File: config.mk
export PLATFORM = sky130hd
export DESIGN_NAME = hex_record_data_parser
export DESIGN_NICKNAME = d
export VERILOG_FILES = /design/src/rtl/hrdp_pkg.sv /design/src/rtl/hrdp_parser.sv /design/src/rtl/hex_record_data_parser.sv
export VERILOG_INCLUDE_DIRS = /design/src /design/src/rtl
export SDC_FILE = /design/constraint.sdc
export NUM_CORES = 1
export LEC_CHECK = 0
export ABC_AREA = 1
export BUFFER_PORTS_ARGS = -buffer_cell sky130_fd_sc_hd__buf_2
export CAP_MARGIN = 20
export CORE_MARGIN = 5
export CORE_UTILIZATION = 48
export CTS_CLUSTER_SIZE = 12
export DETAILED_ROUTE_END_ITERATION = 10
export PLACE_DENSITY = 0.76
export SYNTH_ARGS = -nofsm -noshare
export SYNTH_HDL_FRONTEND = slang
export SYNTH_SLANG_ARGS = --single-unit
File: constraint.sdc
create_clock -name aclk -period 5.6 [get_ports aclk]
set_input_delay 0.84 -clock aclk [delete_from_list [all_inputs] [get_ports aclk]]
set_output_delay 0.84 -clock aclk [all_outputs]
set_load 0.005 [all_outputs]
File: src/rtl/hex_record_data_parser_defines.svh
// ----------------------------------------------------------------------------
// hex record data parser assertion macros
// shared assertion wrappers for the parser rtl
// ----------------------------------------------------------------------------
`ifndef HEX_RECORD_DATA_PARSER_DEFINES_SVH
`define HEX_RECORD_DATA_PARSER_DEFINES_SVH

// property checked only outside reset
`define HRDP_ASSERT(label, prop, msg) \
    label: assert property (@(posedge aclk) disable iff (!aresetn) prop) else $error(msg);

// property checked at every edge, reset included
`define HRDP_ASSERT_ALWAYS(label, prop, msg) \
    label: assert property (@(posedge aclk) prop) else $error(msg);

`endif

File: src/rtl/hrdp_pkg.sv
// ----------------------------------------------------------------------------
// hrdp_pkg
// types, constants and the digit conversion shared by the parser rtl
// ----------------------------------------------------------------------------
package hrdp_pkg;

    localparam int unsigned POS_W        = 10;
    localparam logic [POS_W-1:0] POS_MAX = 10'd1023;
    localparam logic [POS_W-1:0] POS_DATA_START = 10'd9;
    localparam logic [POS_W-1:0] POS_RECORD_TYPE = 10'd8;

    localparam logic [7:0]  CHAR_ZERO  = 8'h30;
    localparam logic [7:0]  CHAR_NINE  = 8'h39;
    localparam logic [7:0]  ALPHA_BIAS = 8'd55;

    localparam logic [15:0] UPPER_ADDRESS_RESET = 16'h0800;

    localparam int unsigned PADDR_W = 3;
    localparam logic [PADDR_W-1:0] ADDR_UPPER_ADDRESS = 3'd0;

    typedef struct packed {
        logic        valid;
        logic [31:0] record_address;
        logic [6:0]  halfword_index;
        logic [15:0] halfword;
        logic        last_in_record;
    } hrdp_result_t;

    function automatic logic [3:0] hex_value(input logic [7:0] c);
        logic [7:0] v;
        if (c >= CHAR_ZERO && c <= CHAR_NINE) begin
            v = c - CHAR_ZERO;
        end else begin
            v = c - ALPHA_BIAS;
        end
        return v[3:0];
    endfunction

endpackage

File: src/rtl/hrdp_parser.sv
// ----------------------------------------------------------------------------
// hrdp_parser
// per-record parsing state; turns one character into at most one halfword
// ----------------------------------------------------------------------------
module hrdp_parser
    import hrdp_pkg::*;
(
    input  logic         aclk,
    input  logic         aresetn,
    input  logic         step,
    input  logic [7:0]   char_in,
    input  logic         start_in,
    input  logic [15:0]  upper_address,
    output hrdp_result_t result
);

    logic [POS_W-1:0] char_pos_reg, char_pos_next;
    logic [7:0]       byte_count_reg, byte_count_next;
    logic [15:0]      load_offset_reg, load_offset_next;
    logic             is_data_reg, is_data_next;
    logic [11:0]      nibble_reg, nibble_next;
    logic             in_record_reg, in_record_next;

    logic [3:0]       digit;
    logic [POS_W-1:0] data_pos;
    logic [7:0]       hw_idx;
    logic [6:0]       hw_total;
    logic             in_data;
    logic             emit;

    assign digit    = hex_value(char_in);
    assign data_pos = char_pos_reg - POS_DATA_START;
    assign hw_idx   = data_pos[POS_W-1:2];
    assign hw_total = byte_count_reg[7:1];
    assign in_data  = in_record_reg && !start_in && is_data_reg
                      && (char_pos_reg >= POS_DATA_START)
                      && (hw_idx < {1'b0, hw_total});
    assign emit     = in_data && (data_pos[1:0] == 2'b11);

    always_comb begin
        result.valid          = emit;
        result.record_address = {upper_address, load_offset_reg};
        result.halfword_index = hw_idx[6:0];
        // digits arrive low byte first: d0 d1 d2 d3 -> {d2 d3 d0 d1}
        result.halfword       = {nibble_reg[3:0], digit, nibble_reg[11:8], nibble_reg[7:4]};
        result.last_in_record = (hw_idx + 8'd1) == {1'b0, hw_total};
    end

    always_comb begin
        char_pos_next    = char_pos_reg;
        byte_count_next  = byte_count_reg;
        load_offset_next = load_offset_reg;
        is_data_next     = is_data_reg;
        nibble_next      = nibble_reg;
        in_record_next   = in_record_reg;
        if (step) begin
            if (start_in) begin
                in_record_next   = 1'b1;
                char_pos_next    = {{(POS_W-1){1'b0}}, 1'b1};
                byte_count_next  = '0;
                load_offset_next = '0;
                is_data_next     = 1'b0;
                nibble_next      = '0;
            end else if (in_record_reg) begin
                if (char_pos_reg == 10'd1 || char_pos_reg == 10'd2) begin
                    byte_count_next = {byte_count_reg[3:0], digit};
                end else if (char_pos_reg >= 10'd3 && char_pos_reg <= 10'd6) begin
                    load_offset_next = {load_offset_reg[11:0], digit};
                end else if (char_pos_reg == POS_RECORD_TYPE) begin
                    is_data_next = (char_in == CHAR_ZERO);
                end else if (in_data) begin
                    nibble_next = emit ? 12'd0 : {nibble_reg[7:0], digit};
                end
                if (char_pos_reg < POS_MAX) begin
                    char_pos_next = char_pos_reg + 10'd1;
                end
            end
        end
    end

    always_ff @(posedge aclk) begin
        if (!aresetn) begin
            char_pos_reg    <= '0;
            byte_count_reg  <= '0;
            load_offset_reg <= '0;
            is_data_reg     <= 1'b0;
            nibble_reg      <= '0;
            in_record_reg   <= 1'b0;
        end else begin
            char_pos_reg    <= char_pos_next;
            byte_count_reg  <= byte_count_next;
            load_offset_reg <= load_offset_next;
            is_data_reg     <= is_data_next;
            nibble_reg      <= nibble_next;
            in_record_reg   <= in_record_next;
        end
    end

endmodule

File: src/rtl/hex_record_data_parser.sv
// ----------------------------------------------------------------------------
// hex_record_data_parser
// extracts little-endian data halfwords from ascii hex data records
// ----------------------------------------------------------------------------
// Takes one character per beat, tuser high on the record's first character.
// Every fourth data digit of a data record (type '0') yields one beat with
// the full address, halfword index and tlast on the record's final halfword.
// One character is accepted every cycle while the output is drained; a
// character passes an input register and then the result register, which
// drives the halfword stream. The upper address half is written over the
// register port at address 0.
`include "hex_record_data_parser_defines.svh"

module hex_record_data_parser
    import hrdp_pkg::*;
(
    input  logic               aclk,
    input  logic               aresetn,
    // register port
    input  logic               psel,
    input  logic               penable,
    input  logic               pwrite,
    input  logic [PADDR_W-1:0] paddr,
    input  logic [31:0]        pwdata,
    output logic [31:0]        prdata,
    output logic               pready,
    // character stream
    input  logic               s_tvalid,
    output logic               s_tready,
    input  logic [7:0]         s_tdata,   // [7:0] character
    input  logic               s_tuser,   // [0] record_start
    // halfword stream
    output logic               m_tvalid,
    input  logic               m_tready,
    output logic [55:0]        m_tdata,   // [31:0] record_address, [38:32] halfword_index,
                                          // [54:39] halfword, [55] zero
    output logic               m_tlast
);

    logic [15:0]  upper_reg, upper_next;
    logic [7:0]   char_reg;
    logic         start_reg;
    logic         in_valid_reg, in_valid_next;
    logic         out_valid_reg, out_valid_next;
    logic [54:0]  out_data_reg;
    logic         out_last_reg;
    logic         advance;
    logic         s_accept;
    logic         cfg_write;
    hrdp_result_t result;

    // register port
    assign pready    = 1'b1;
    assign cfg_write = psel && penable && pwrite;
    assign prdata    = (paddr == ADDR_UPPER_ADDRESS) ? {16'd0, upper_reg} : 32'd0;

    always_comb begin
        upper_next = upper_reg;
        if (cfg_write && paddr == ADDR_UPPER_ADDRESS) begin
            upper_next = pwdata[15:0];
        end
    end

    // input stage and result stage handshake
    assign advance  = in_valid_reg && (!out_valid_reg || m_tready);
    assign s_tready = !in_valid_reg || advance;
    assign s_accept = s_tvalid && s_tready;

    always_comb begin
        in_valid_next = in_valid_reg;
        if (s_accept) begin
            in_valid_next = 1'b1;
        end else if (advance) begin
            in_valid_next = 1'b0;
        end
        out_valid_next = out_valid_reg;
        if (advance) begin
            out_valid_next = result.valid;
        end else if (m_tready) begin
            out_valid_next = 1'b0;
        end
    end

    hrdp_parser u_parser (
        .aclk          (aclk),
        .aresetn       (aresetn),
        .step          (advance),
        .char_in       (char_reg),
        .start_in      (start_reg),
        .upper_address (upper_reg),
        .result        (result)
    );

    always_ff @(posedge aclk) begin
        if (!aresetn) begin
            upper_reg     <= UPPER_ADDRESS_RESET;
            in_valid_reg  <= 1'b0;
            out_valid_reg <= 1'b0;
        end else begin
            upper_reg     <= upper_next;
            in_valid_reg  <= in_valid_next;
            out_valid_reg <= out_valid_next;
        end
    end

    always_ff @(posedge aclk) begin
        if (s_accept) begin
            char_reg  <= s_tdata;
            start_reg <= s_tuser;
        end
        if (advance) begin
            out_data_reg <= {result.halfword, result.halfword_index, result.record_address};
            out_last_reg <= result.last_in_record;
        end
    end

    assign m_tvalid = out_valid_reg;
    assign m_tdata  = {1'b0, out_data_reg};
    assign m_tlast  = out_last_reg;

    `HRDP_ASSERT(a_hold_input_when_blocked, in_valid_reg && out_valid_reg && !m_tready |-> !s_tready, "input taken while result stage blocked")
    `HRDP_ASSERT_ALWAYS(a_reset_clears_output, !aresetn |=> !m_tvalid, "result beat valid after reset")
    `HRDP_ASSERT(a_cfg_write_lands, cfg_write && paddr == ADDR_UPPER_ADDRESS |=> upper_reg == $past(pwdata[15:0]), "upper address write lost")

endmodule

==> results of run 1 <==
cells by family after synthesis:
family                   count (synthesis)  share of synthesized area
AO/OA/AOI/OAI                           93                    0.08053
other                                    2                   0.001269
buffers and inverters                  124                     0.1036
AND/OR/NAND/NOR                        290                     0.2183
flip-flops                             131                     0.5529
adder cells (fa/ha/maj)                 17                    0.03593
XOR/XNOR                                 5                   0.007398
synth_stat cells (all sizes together) (2+ instances only):
library cell  number
nand2            140
inv               82
nor2              73
dfxtp             66
edfxtp            65
a21oi             62
nand3             59
buf               28
o21ai             26
ha                17
clkbuf            13
nor3              11
nand4              6
xor2               5
conb               2
report_power, final:
| group | switching [µW] | total [µW] | internal (µW) | leakage (µW) |
|---|---|---|---|---|
| Clock | 390 | 996 | 606 | 0.000261 |
| Combinational | 85.2 | 132 | 46.5 | 0.00160 |
| Sequential | 12.4 | 1050 | 1030 | 0.00114 |
| Total | 488 | 2170 | 1690 | 0.00300 |
per-stage QoR:
stage | area, µm² | utilization | setup WS, ps | std cells | hold slack, ps
CTS | 6988 | 0.5794 | 2622 | 946 | 426.3
detailed placement | 6444 | 0.5342 | 2622 | 914 | 413.6
floorplan | 5979 | - | 2699 | 678 | 408.2
finish | 7003 | 0.5806 | 2624 | 947 | 425.5
global route | 7003 | 0.5806 | 2358 | 947 | 441.4
global placement | 6444 | 0.5342 | 2697 | 914 | 410.8
cell usage in the layout, fill, tap and decap left out, types with 2 or more instances in the layout:
cell        netlist  layout
nand2_1         121     121
buf_2             2     108
inv_1            79      78
nor2_1           67      67
dfxtp_1          66      66
edfxtp_1         65      65
a21oi_1          62      62
nand3_1          59      59
o21ai_0          25      25
conb_1            2      18
ha_1             17      17
clkbuf_16         0      17
nand2_2          16      16
nor3_1           10      10
nand4_1           6       6
xor2_1            5       5
clkinv_4          1       4
clkinv_2          0       4
nor2_2            3       3
nand2_4           3       3
nor2_4            3       3
inv_2             2       3
clkinvlp_4        0       3
clkbuf_1         10       2
worst max-delay path, delay by kind of cell (launching register included):
family,cells,cell delay [ps]
buf+inv,3,330
fa+ha+maj,2,510
flops,1,430
simple gates,12,1290
compound gates,1,300
layout make-up:
type | count | area share
sequential | 131 | 0.4674
multi-input combinational | 423 | 0.2989
timing repair buffer | 110 | 0.08040
clock buffer | 19 | 0.06182
inverter | 83 | 0.04556
tap | 168 | 0.03002
clock inverter | 13 | 0.01590
path summary, 6_finish.rpt:
check	slack, ps	cells past startpoint	start	end
setup / recovery	2620	18	u_parser.char_pos_reg[0]	u_parser.nibble_reg[2]
setup reg to reg	2620	18	u_parser.char_pos_reg[0]	u_parser.nibble_reg[2]
hold / removal	430	0	u_parser.nibble_reg[2]	out_data_reg[53]
hold reg to reg	430	0	u_parser.nibble_reg[2]	out_data_reg[53]
per-layer routing:
layer  share of wire  global-route usage  vias up
li1                -                   -     2336
met1            0.44              0.2058     2030
met2            0.48              0.2810      136
met3           0.064             0.04476       15
met4           0.012             0.06657        0
met5               0                   0        -
==> flow_summary_export.csv, run 1 <==
group,metric,value,unit
synthesis,synthArstFlopShare,0,
clock_tree,clk_latency,410,ps
clock_tree,clock-sinks,131,
clock_tree,ctsLongestPathBuffers,2,
pwr,ir_drop,0.1795,mV
outcome,outcome,"complete, no violations",
worst_setup_path,required,5900,ps
sta,slew_headroom,0.3557,
global_routing,antenna_found_initial,0,
clock_tree,cts_inserted_buffers,17,
global_routing,grt_pass1_vias,4237,
placed_design,port-buffer-count,108,
worst_setup_path,cp_cell_sequence,"inv_1 -> ha_1 -> nand2_2 -> nand2_1 -> nand2_1 -> nand2_1 -> inv_1 -> ha_1 -> nand2_1 -> inv_1 -> nand2_1 -> nand2_1 -> nand2_1 -> nand2_1 -> nand2_1 -> nand3_1 -> a21oi_1 -> nor2_1",
detailed_routing,dr.first_iter.drc_count,343,
sta,finClkSkew,9.983,ps
sta,slew_violations,0,
floorplan,die_area,0.01465,mm²
floorplan,rows,40,
worst_setup_path,end_kind,"register",
min_path,hp-class,"register to register",
final_layout,seq_area,0.003273,mm²
clock_tree,h-tree-depth,4,
synthesis,yosysTopAreaCell,"edfxtp_1",
sta,post-route-min-period,2976,ps
detailed_routing,dr.pass1.iters,5,
final_layout,area_delta_synth_final,18.30,%
final_layout,n_fill_cell,1048,
synthesis,synthCells,662,
detailed_routing,drc_errors,0,
floorplan,die_y,121.1,µm
floorplan,dieWidth,121.1,µm
synthesis,ys_types,35,
sta,fin_tns_setup,0,ps
clock_tree,cts_tree,"yes",
clock_tree,postCtsHoldBufs,0,
synthesis,ys.flop_type,"dfxtp_1",
detailed_routing,wl_per_cell,12.58,µm
worst_setup_path,path_class,"register to register",
floorplan,core_area,0.01206,mm²
detailed_routing,vias,4517,
pwr,totalPowerFinal,2174,µW
sta,rsz0062_at_grt,"false",
final_layout,finalNetCount,834,
pwr,power_density,310.4,mW/mm²
synthesis,synth_top_area_share,0.3297,
worst_setup_path,cp_max_fo,12,
synthesis,mappedNetlistArea,0.005919,mm²
global_routing,grt_use_total,0.1678,
worst_setup_path,cpPeakStageDelay,430,ps
placed_design,gp_congestion,0.8236,
final_layout,largest_reg_flops,55,
floorplan,start_util,0.4908,
synthesis,synth-edff-count,65,
sta,period_share,0.5314,
placed_design,dp_hpwl,8423,µm
clock_tree,cts_root_buf,"clkbuf_16",
synthesis,synth_area_leaders,"edfxtp_1 33%, dfxtp_1 22%, nand2_1 7.7%",
sta,finalHoldViolations,0,
worst_setup_path,startpoint_type,"register",
job,max_cap_viol_count,0,
clock_tree,path_clk_slew,60,ps
detailed_routing,antenna_left,0,
detailed_routing,wl,11910,µm
detailed_routing,post_drt_via_cell_ratio,4.770,
synthesis,synth-seq-cells,131,
worst_setup_path,cpMaxStageDelayCell,"dfxtp_1",
sta,setup_viol,0,
synthesis,seq_area_frac_synth,0.5529,
final_layout,n_antenna_cell,0,
worst_setup_path,cpMostUsedCell,"nand2_1",
sta,max_freq,0.3361,GHz
final_layout,multiInputGateArea,0.002093,mm²
global_routing,grt_pass1_wl,19610,µm
floorplan,num_io_pins,143,
synthesis,ys.warnings.count,0,
clock_tree,postCtsSetupBuffers,0,
sta,worst_pin_slew,965.5,ps
final_layout,layout-drive-gt1-share,0.2182,
global_routing,grt_overflow,0,
worst_setup_path,worstPathArrival,3280,ps
synthesis,synth.avg_cell_area,8.942,µm²
pwr,leakagePower,0.003004,µW
global_routing,grt_max_degree,57,
clock_tree,post_cts_resized,0,
Note: power is estimated with default switching activity, not from simulation.
==> run 2: changes to the inputs <==
==> constraint.sdc (replaced) <==
create_clock -name aclk -period 2.9 [get_ports aclk]
set_input_delay 0.435 -clock aclk [delete_from_list [all_inputs] [get_ports aclk]]
set_output_delay 0.435 -clock aclk [all_outputs]
set_load 0.005 [all_outputs]
==> flow_summary_export.csv, run 2 (synthesized netlist as in run 1, its figures left out) <==
group,metric,value,unit
clock_tree,cts_inserted_buffers,17,
worst_setup_path,r2r-start,"u_parser.char_pos_reg[1]",
detailed_routing,antenna_left,0,
final_layout,area_delta_synth_final,20.46,%
job,max_cap_viol_count,0,
placed_design,dp_hpwl,8655,µm
global_routing,grt_use_total,0.1762,
final_layout,finalNetCount,842,
clock_tree,cts_tree,"yes",
floorplan,num_io_pins,143,
pwr,ir_drop,0.4172,mV
sta,slew_violations,0,
detailed_routing,wl,12300,µm
final_layout,layout-drive-gt1-share,0.2287,
worst_setup_path,required,3210,ps
global_routing,grt_pass1_wl,20340,µm
worst_setup_path,r2r_end,"u_parser.nibble_reg[7]",
sta,finalHoldViolations,0,
global_routing,top_usage_layer,"met2",
global_routing,met1_usage,0.2201,
floorplan,die_area,0.01465,mm²
final_layout,layout_common_cells,"121 x nand2_1, 108 x buf_2, 78 x inv_1",
final_layout,multiInputGateArea,0.002102,mm²
sta,period_share,0.8838,
global_routing,grt.met3_usage,0.05455,
detailed_routing,dr.pass1.iters,5,
detailed_routing,post_drt_via_cell_ratio,4.851,
sta,max_freq,0.3902,GHz
worst_setup_path,cp_max_fo,20,
global_routing,antenna_found_initial,0,
floorplan,die_y,121.1,µm
clock_tree,clk_latency,420,ps
global_routing,grt_overflow,0,
worst_setup_path,path_class,"register to register",
detailed_routing,drc_errors,0,
sta,post-route-min-period,2563,ps
detailed_routing,vias,4633,
sta,finClkSkew,8.630,ps
floorplan,dieWidth,121.1,µm
min_path,min_to,"char_reg[6]",
detailed_routing,dr.first_iter.drc_count,310,
min_path,whs_path_depth,1,
clock_tree,path_clk_slew,60,ps
worst_setup_path,end_kind,"register",
worst_setup_path,startpoint_type,"register",
global_routing,grt_pass1_vias,4365,
min_path,worstHoldStart,"s_tdata[6]",
clock_tree,postCtsSetupBuffers,0,
global_routing,grt_max_degree,57,
clock_tree,h-tree-depth,4,
placed_design,port-buffer-count,108,
clock_tree,cts_root_buf,"clkbuf_16",
floorplan,core_area,0.01206,mm²
placed_design,dpl_worst_slack,191.2,ps
final_layout,largest_reg_flops,55,
final_layout,seq_area,0.003274,mm²
sta,slew_headroom,0.3358,
sta,setup_viol,0,
clock_tree,clock-sinks,131,
clock_tree,ctsLongestPathBuffers,2,
pwr,leakagePower,0.003077,µW
floorplan,start_util,0.4908,
sta,rsz0062_at_grt,"false",
sta,worst_pin_slew,995.2,ps
sta,worst_slack,337.1,ps
detailed_routing,wl_per_cell,12.88,µm
outcome,outcome,"complete, no violations",
floorplan,rows,40,
placed_design,gp_congestion,0.8332,
final_layout,final_common_cell,"nand2_1",
global_routing,grt_util_met2,0.2796,
pwr,power_density,622.7,mW/mm²
min_path,hp-class,"input port to register",
sta,fin_tns_setup,0,ps
worst_setup_path,worstPathArrival,2880,ps
worst_setup_path,rr_worst_depth,21,
final_layout,n_antenna_cell,0,
final_layout,n_fill_cell,1030,
worst_setup_path,r2r_slack,340,ps
## run 2: cell count changes in the layout (fill, tap and decap cells not counted), sizes merged
cell,change
buf,+8
bufinv,+2
clkinv,-1
clkinvlp,-1
## run 2: power breakdown
part | internal (µW) | leakage, µW | switching [µW]
Combinational | 94.9 | 0.00164 | 171
Sequential | 2000 | 0.00114 | 19.8
Clock | 1390 | 0.000292 | 768
## run 2: final cells by class
type,instances,share of cell area
Multi-Input combinational cell,423,0.2948
Clock inverter,13,0.02193
Clock buffer,19,0.06352
Inverter,83,0.04474
Timing Repair Buffer,118,0.08633
Tap cell,168,0.02948
Sequential cell,131,0.4592
## run 2: metrics by stage
stage	hold WS (ps)	cell area (µm²)	utilization	power, µW	instances
3_3_place_gp	409.9	6511	0.5398	2315	923
5_1_grt	172.6	7131	0.5912	4612	955
3_5_place_dp	413.6	6511	0.5398	2320	923
4_1_cts	173.2	7121	0.5904	4483	955
6_report	187.0	7131	0.5912	4440	955
2_1_floorplan	408.2	5979	-	2243	678
## run 2: repair_timing
action                                  CTS  global route
endpoints found under the setup margin    0            12
resized for setup                         0             3
hold buffers                              0             0
## run 2: metal layers
| layer | part of all wire | vias up |
|---|---|---|
| met2 | 0.46 | 163 |
| li1 | - | 2349 |
| met5 | 0 | - |
| met3 | 0.073 | 23 |
| met4 | 0.018 | 0 |
| met1 | 0.45 | 2098 |
## run 2: worst max-delay path, stage by stage (launching register included)
cell,delay (ps)
dfxtp_2,340
inv_1,120
ha_1,200
nand2_2,80
nand2_1,140
nand2_1,90
nand2_1,120
inv_1,90
ha_1,280
nand2_1,50
inv_1,60
nand2_1,50
nand2_1,50
nand2_1,40
nand2_1,80
nand2_1,110
nand2_2,110
nand2_2,60
nand2_4,200
nand2_1,80
nand2_1,60
nor2_1,50
## run 2: worst max path at each step
stage | slack (ps) | endpoint | cells after the start | from
final | 340 | u_parser.nibble_reg[7] | 21 | u_parser.char_pos_reg[1]
after global routing | 40 | u_parser.nibble_reg[10] | 21 | u_parser.char_pos_reg[1]
after CTS | 190 | u_parser.nibble_reg[8] | 20 | u_parser.char_pos_reg[1]
after detailed placement | 190 | u_parser.nibble_reg[10] | 20 | u_parser.char_pos_reg[1]
after global placement | 260 | u_parser.nibble_reg[7] | 20 | u_parser.char_pos_reg[1]
after floorplan | 400 | u_parser.nibble_reg[1] | 10 | m_tready
==> run 3: changes to the inputs <==
--- a/config.mk
+++ b/config.mk
@@ -13,7 +13,7 @@
 export CORE_UTILIZATION = 48
 export CTS_CLUSTER_SIZE = 12
 export DETAILED_ROUTE_END_ITERATION = 10
-export PLACE_DENSITY = 0.76
+export PLACE_DENSITY = 0.79
 export SYNTH_ARGS = -nofsm -noshare
 export SYNTH_HDL_FRONTEND = slang
 export SYNTH_SLANG_ARGS = --single-unit
==> constraint.sdc (replaced) <==
create_clock -name aclk -period 2.1 [get_ports aclk]
set_input_delay 0.315 -clock aclk [delete_from_list [all_inputs] [get_ports aclk]]
set_output_delay 0.315 -clock aclk [all_outputs]
set_load 0.005 [all_outputs]
==> flow_summary_export.csv, run 3 (synthesized netlist as in run 1, its figures left out) <==
group,metric,value,unit
outcome,outcome,"finished with violations",
outcome,failed_checks,"negative setup slack",
final_layout,design_area,0.007849,mm²
final_layout,largest_reg_flops,55,
final_layout,n_fill_cell,955,
clock_tree,h-tree-depth,4,
detailed_routing,dr.first_iter.drc_count,296,
final_layout,finalNetCount,893,
worst_setup_path,startpoint_type,"register",
sta,finClkSkew,9.363,ps
global_routing,grt_max_degree,32,
worst_setup_path,cpMaxStageDelayCell,"dfxtp_4",
floorplan,start_util,0.4908,
worst_setup_path,rr_worst_depth,19,
job,max_cap_viol_count,0,
sta,worst_slack,-200.6,ps
detailed_routing,wl_per_cell,13.92,µm
detailed_routing,drc_errors,0,
floorplan,rows,40,
global_routing,antenna_found_initial,0,
min_path,whs_path_depth,1,
final_layout,layout-drive-gt1-share,0.3353,
min_path,worstHoldStart,"s_tdata[5]",
floorplan,num_io_pins,143,
global_routing,grt_pass1_vias,4660,
final_layout,layout_common_cells,"108 x buf_2, 102 x nand2_1, 74 x inv_1",
worst_setup_path,worst-path-buf-inv,2,
sta,worst_pin_slew,974.8,ps
sta,setup_viol,14,
floorplan,die_y,121.1,µm
worst_setup_path,r2r_end,"u_parser.nibble_reg[6]",
sta,max_freq,0.4347,GHz
floorplan,core_area,0.01206,mm²
min_path,hp-class,"input port to register",
worst_setup_path,r2r-start,"u_parser.char_pos_reg[1]",
sta,finalHoldViolations,0,
floorplan,die_area,0.01465,mm²
pwr,totalPowerFinal,6007,µW
final_layout,n_antenna_cell,0,
global_routing,grt_use_total,0.1901,
clock_tree,ctsLongestPathBuffers,2,
final_layout,final_common_cell,"buf_2",
worst_setup_path,cp_top_family,"simple AND/OR/NAND/NOR gates",
final_layout,seq_area,0.003282,mm²
clock_tree,path_clk_slew,60,ps
placed_design,gp_congestion,0.8085,
clock_tree,cts_inserted_buffers,17,
floorplan,dieWidth,121.1,µm
pwr,ir_drop,0.4978,mV
clock_tree,clock-sinks,131,
detailed_routing,wl,14000,µm
clock_tree,postCtsHoldBufs,0,
final_layout,utilization,0.6507,
global_routing,grt_pass1_wl,21990,µm
worst_setup_path,path_class,"register to register",
clock_tree,cts_tree,"yes",
placed_design,dp_hpwl,9474,µm
sta,slew_violations,0,
sta,rsz0062_at_grt,"true",
worst_setup_path,cpPeakStageDelay,370,ps
worst_setup_path,end_kind,"register",
final_layout,multiInputGateArea,0.002350,mm²
placed_design,place_area,0.006837,mm²
worst_setup_path,cp_cell_sequence,"nor2_4 -> nand2_2 -> nand2_4 -> nand3_1 -> nand2_4 -> ha_4 -> nand2_2 -> inv_2 -> nand2_2 -> nand2_2 -> nand2_1 -> nand2_1 -> nand2_2 -> nand2_4 -> nand2_4 -> nand2_8 -> clkbuf_16 -> a21oi_2 -> nor2_1",
pwr,leakagePower,0.003399,µW
final_layout,area_delta_synth_final,32.59,%
detailed_routing,antenna_left,0,
worst_setup_path,required,2410,ps
clock_tree,cts_root_buf,"clkbuf_16",
detailed_routing,post_drt_via_cell_ratio,4.878,
clock_tree,clk_latency,420,ps
sta,post-route-min-period,2301,ps
worst_setup_path,cpMostUsedCell,"nand2_2",
worst_setup_path,worstPathArrival,2610,ps
worst_setup_path,r2r_slack,-200,ps
worst_setup_path,cp_max_fo,6,
detailed_routing,dr.pass1.iters,5,
global_routing,grt_overflow,0,
sta,slew_headroom,0.3494,
sta,period_share,1.096,
placed_design,port-buffer-count,108,
pwr,power_density,765.3,mW/mm²
detailed_routing,vias,4907,
min_path,min_to,"char_reg[5]",
## run 3: cell count changes in the layout (fill, tap and decap cells not counted), sizes merged
cell / change
bufinv: -3
clkinv: -3
clkinvlp: +3
buf: +50
clkbuf: +2
inv: +2
## run 3: what timing repair did
| item | 4_1_cts | 5_1_grt |
|---|---|---|
| resized for setup | 35 | 28 |
| gates cloned | 2 | 1 |
| pin swaps | 14 | 19 |
| endpoints found under the setup margin | 12 | 19 |
| endpoints found under the hold margin | 0 | 0 |
| buffers inserted | 4 | 7 |
## run 3: per-layer routing
metal	up-vias	GRT usage	wire [µm]
met5	-	0	0
met4	0	0.09561	390
met3	33	0.04382	1056
met2	192	0.3199	6892
met1	2230	0.2277	5662
li1	2452	-	-
## run 3: metrics by stage
| stage | hold slack, ps | TNS, ps | cells | worst slack, ps |
|---|---|---|---|---|
| 6_report | 64.54 | -2243 | 1006 | -200.6 |
| 5_1_grt | 47.34 | -4024 | 1006 | -330.5 |
| 4_1_cts | 50.14 | -1145 | 998 | -120.4 |
| 3_5_place_dp | 414.6 | -1423 | 960 | -136.6 |
| 3_3_place_gp | 409.7 | -935.1 | 960 | -85.52 |
| 2_1_floorplan | 408.2 | 0 | 678 | 12.18 |
## run 3: worst reg2reg max path, cell delays in order, from the launching register on
cell       delay, ps
dfxtp_4          370
nor2_4           120
nand2_2           80
nand2_4          110
nand3_1          150
nand2_4          120
ha_4             210
nand2_2           60
inv_2             30
nand2_2           60
nand2_2           60
nand2_1           70
nand2_1           60
nand2_2          110
nand2_4           80
nand2_4           90
nand2_8           90
clkbuf_16        180
a21oi_2          110
nor2_1            60
## run 3: worst max path at each step
stage	start	to	depth (start not counted)
3_5_place_dp	u_parser.char_pos_reg[1]	u_parser.nibble_reg[11]	20
2_1_floorplan	u_parser.char_pos_reg[0]	u_parser.nibble_reg[1]	16
6_report	u_parser.char_pos_reg[1]	u_parser.nibble_reg[6]	19
4_1_cts	u_parser.char_pos_reg[2]	u_parser.nibble_reg[9]	21
3_3_place_gp	u_parser.char_pos_reg[1]	u_parser.nibble_reg[8]	21
5_1_grt	u_parser.char_pos_reg[1]	u_parser.nibble_reg[1]	18
## run 3: final cells by class
class | count | area share
flip-flops and latches | 131 | 0.4181
well taps | 168 | 0.02678
repair buffers | 169 | 0.1408
inverters | 83 | 0.04209
clock buffers | 20 | 0.06090
multi-input cells | 423 | 0.2994
clock inverters | 12 | 0.01196
## run 3: report_power, final
part | internal (µW) | switching (µW)
sequential | 2750 | 32.2
clock | 1660 | 1130
combinational | 173 | 266
total | 4580 | 1430
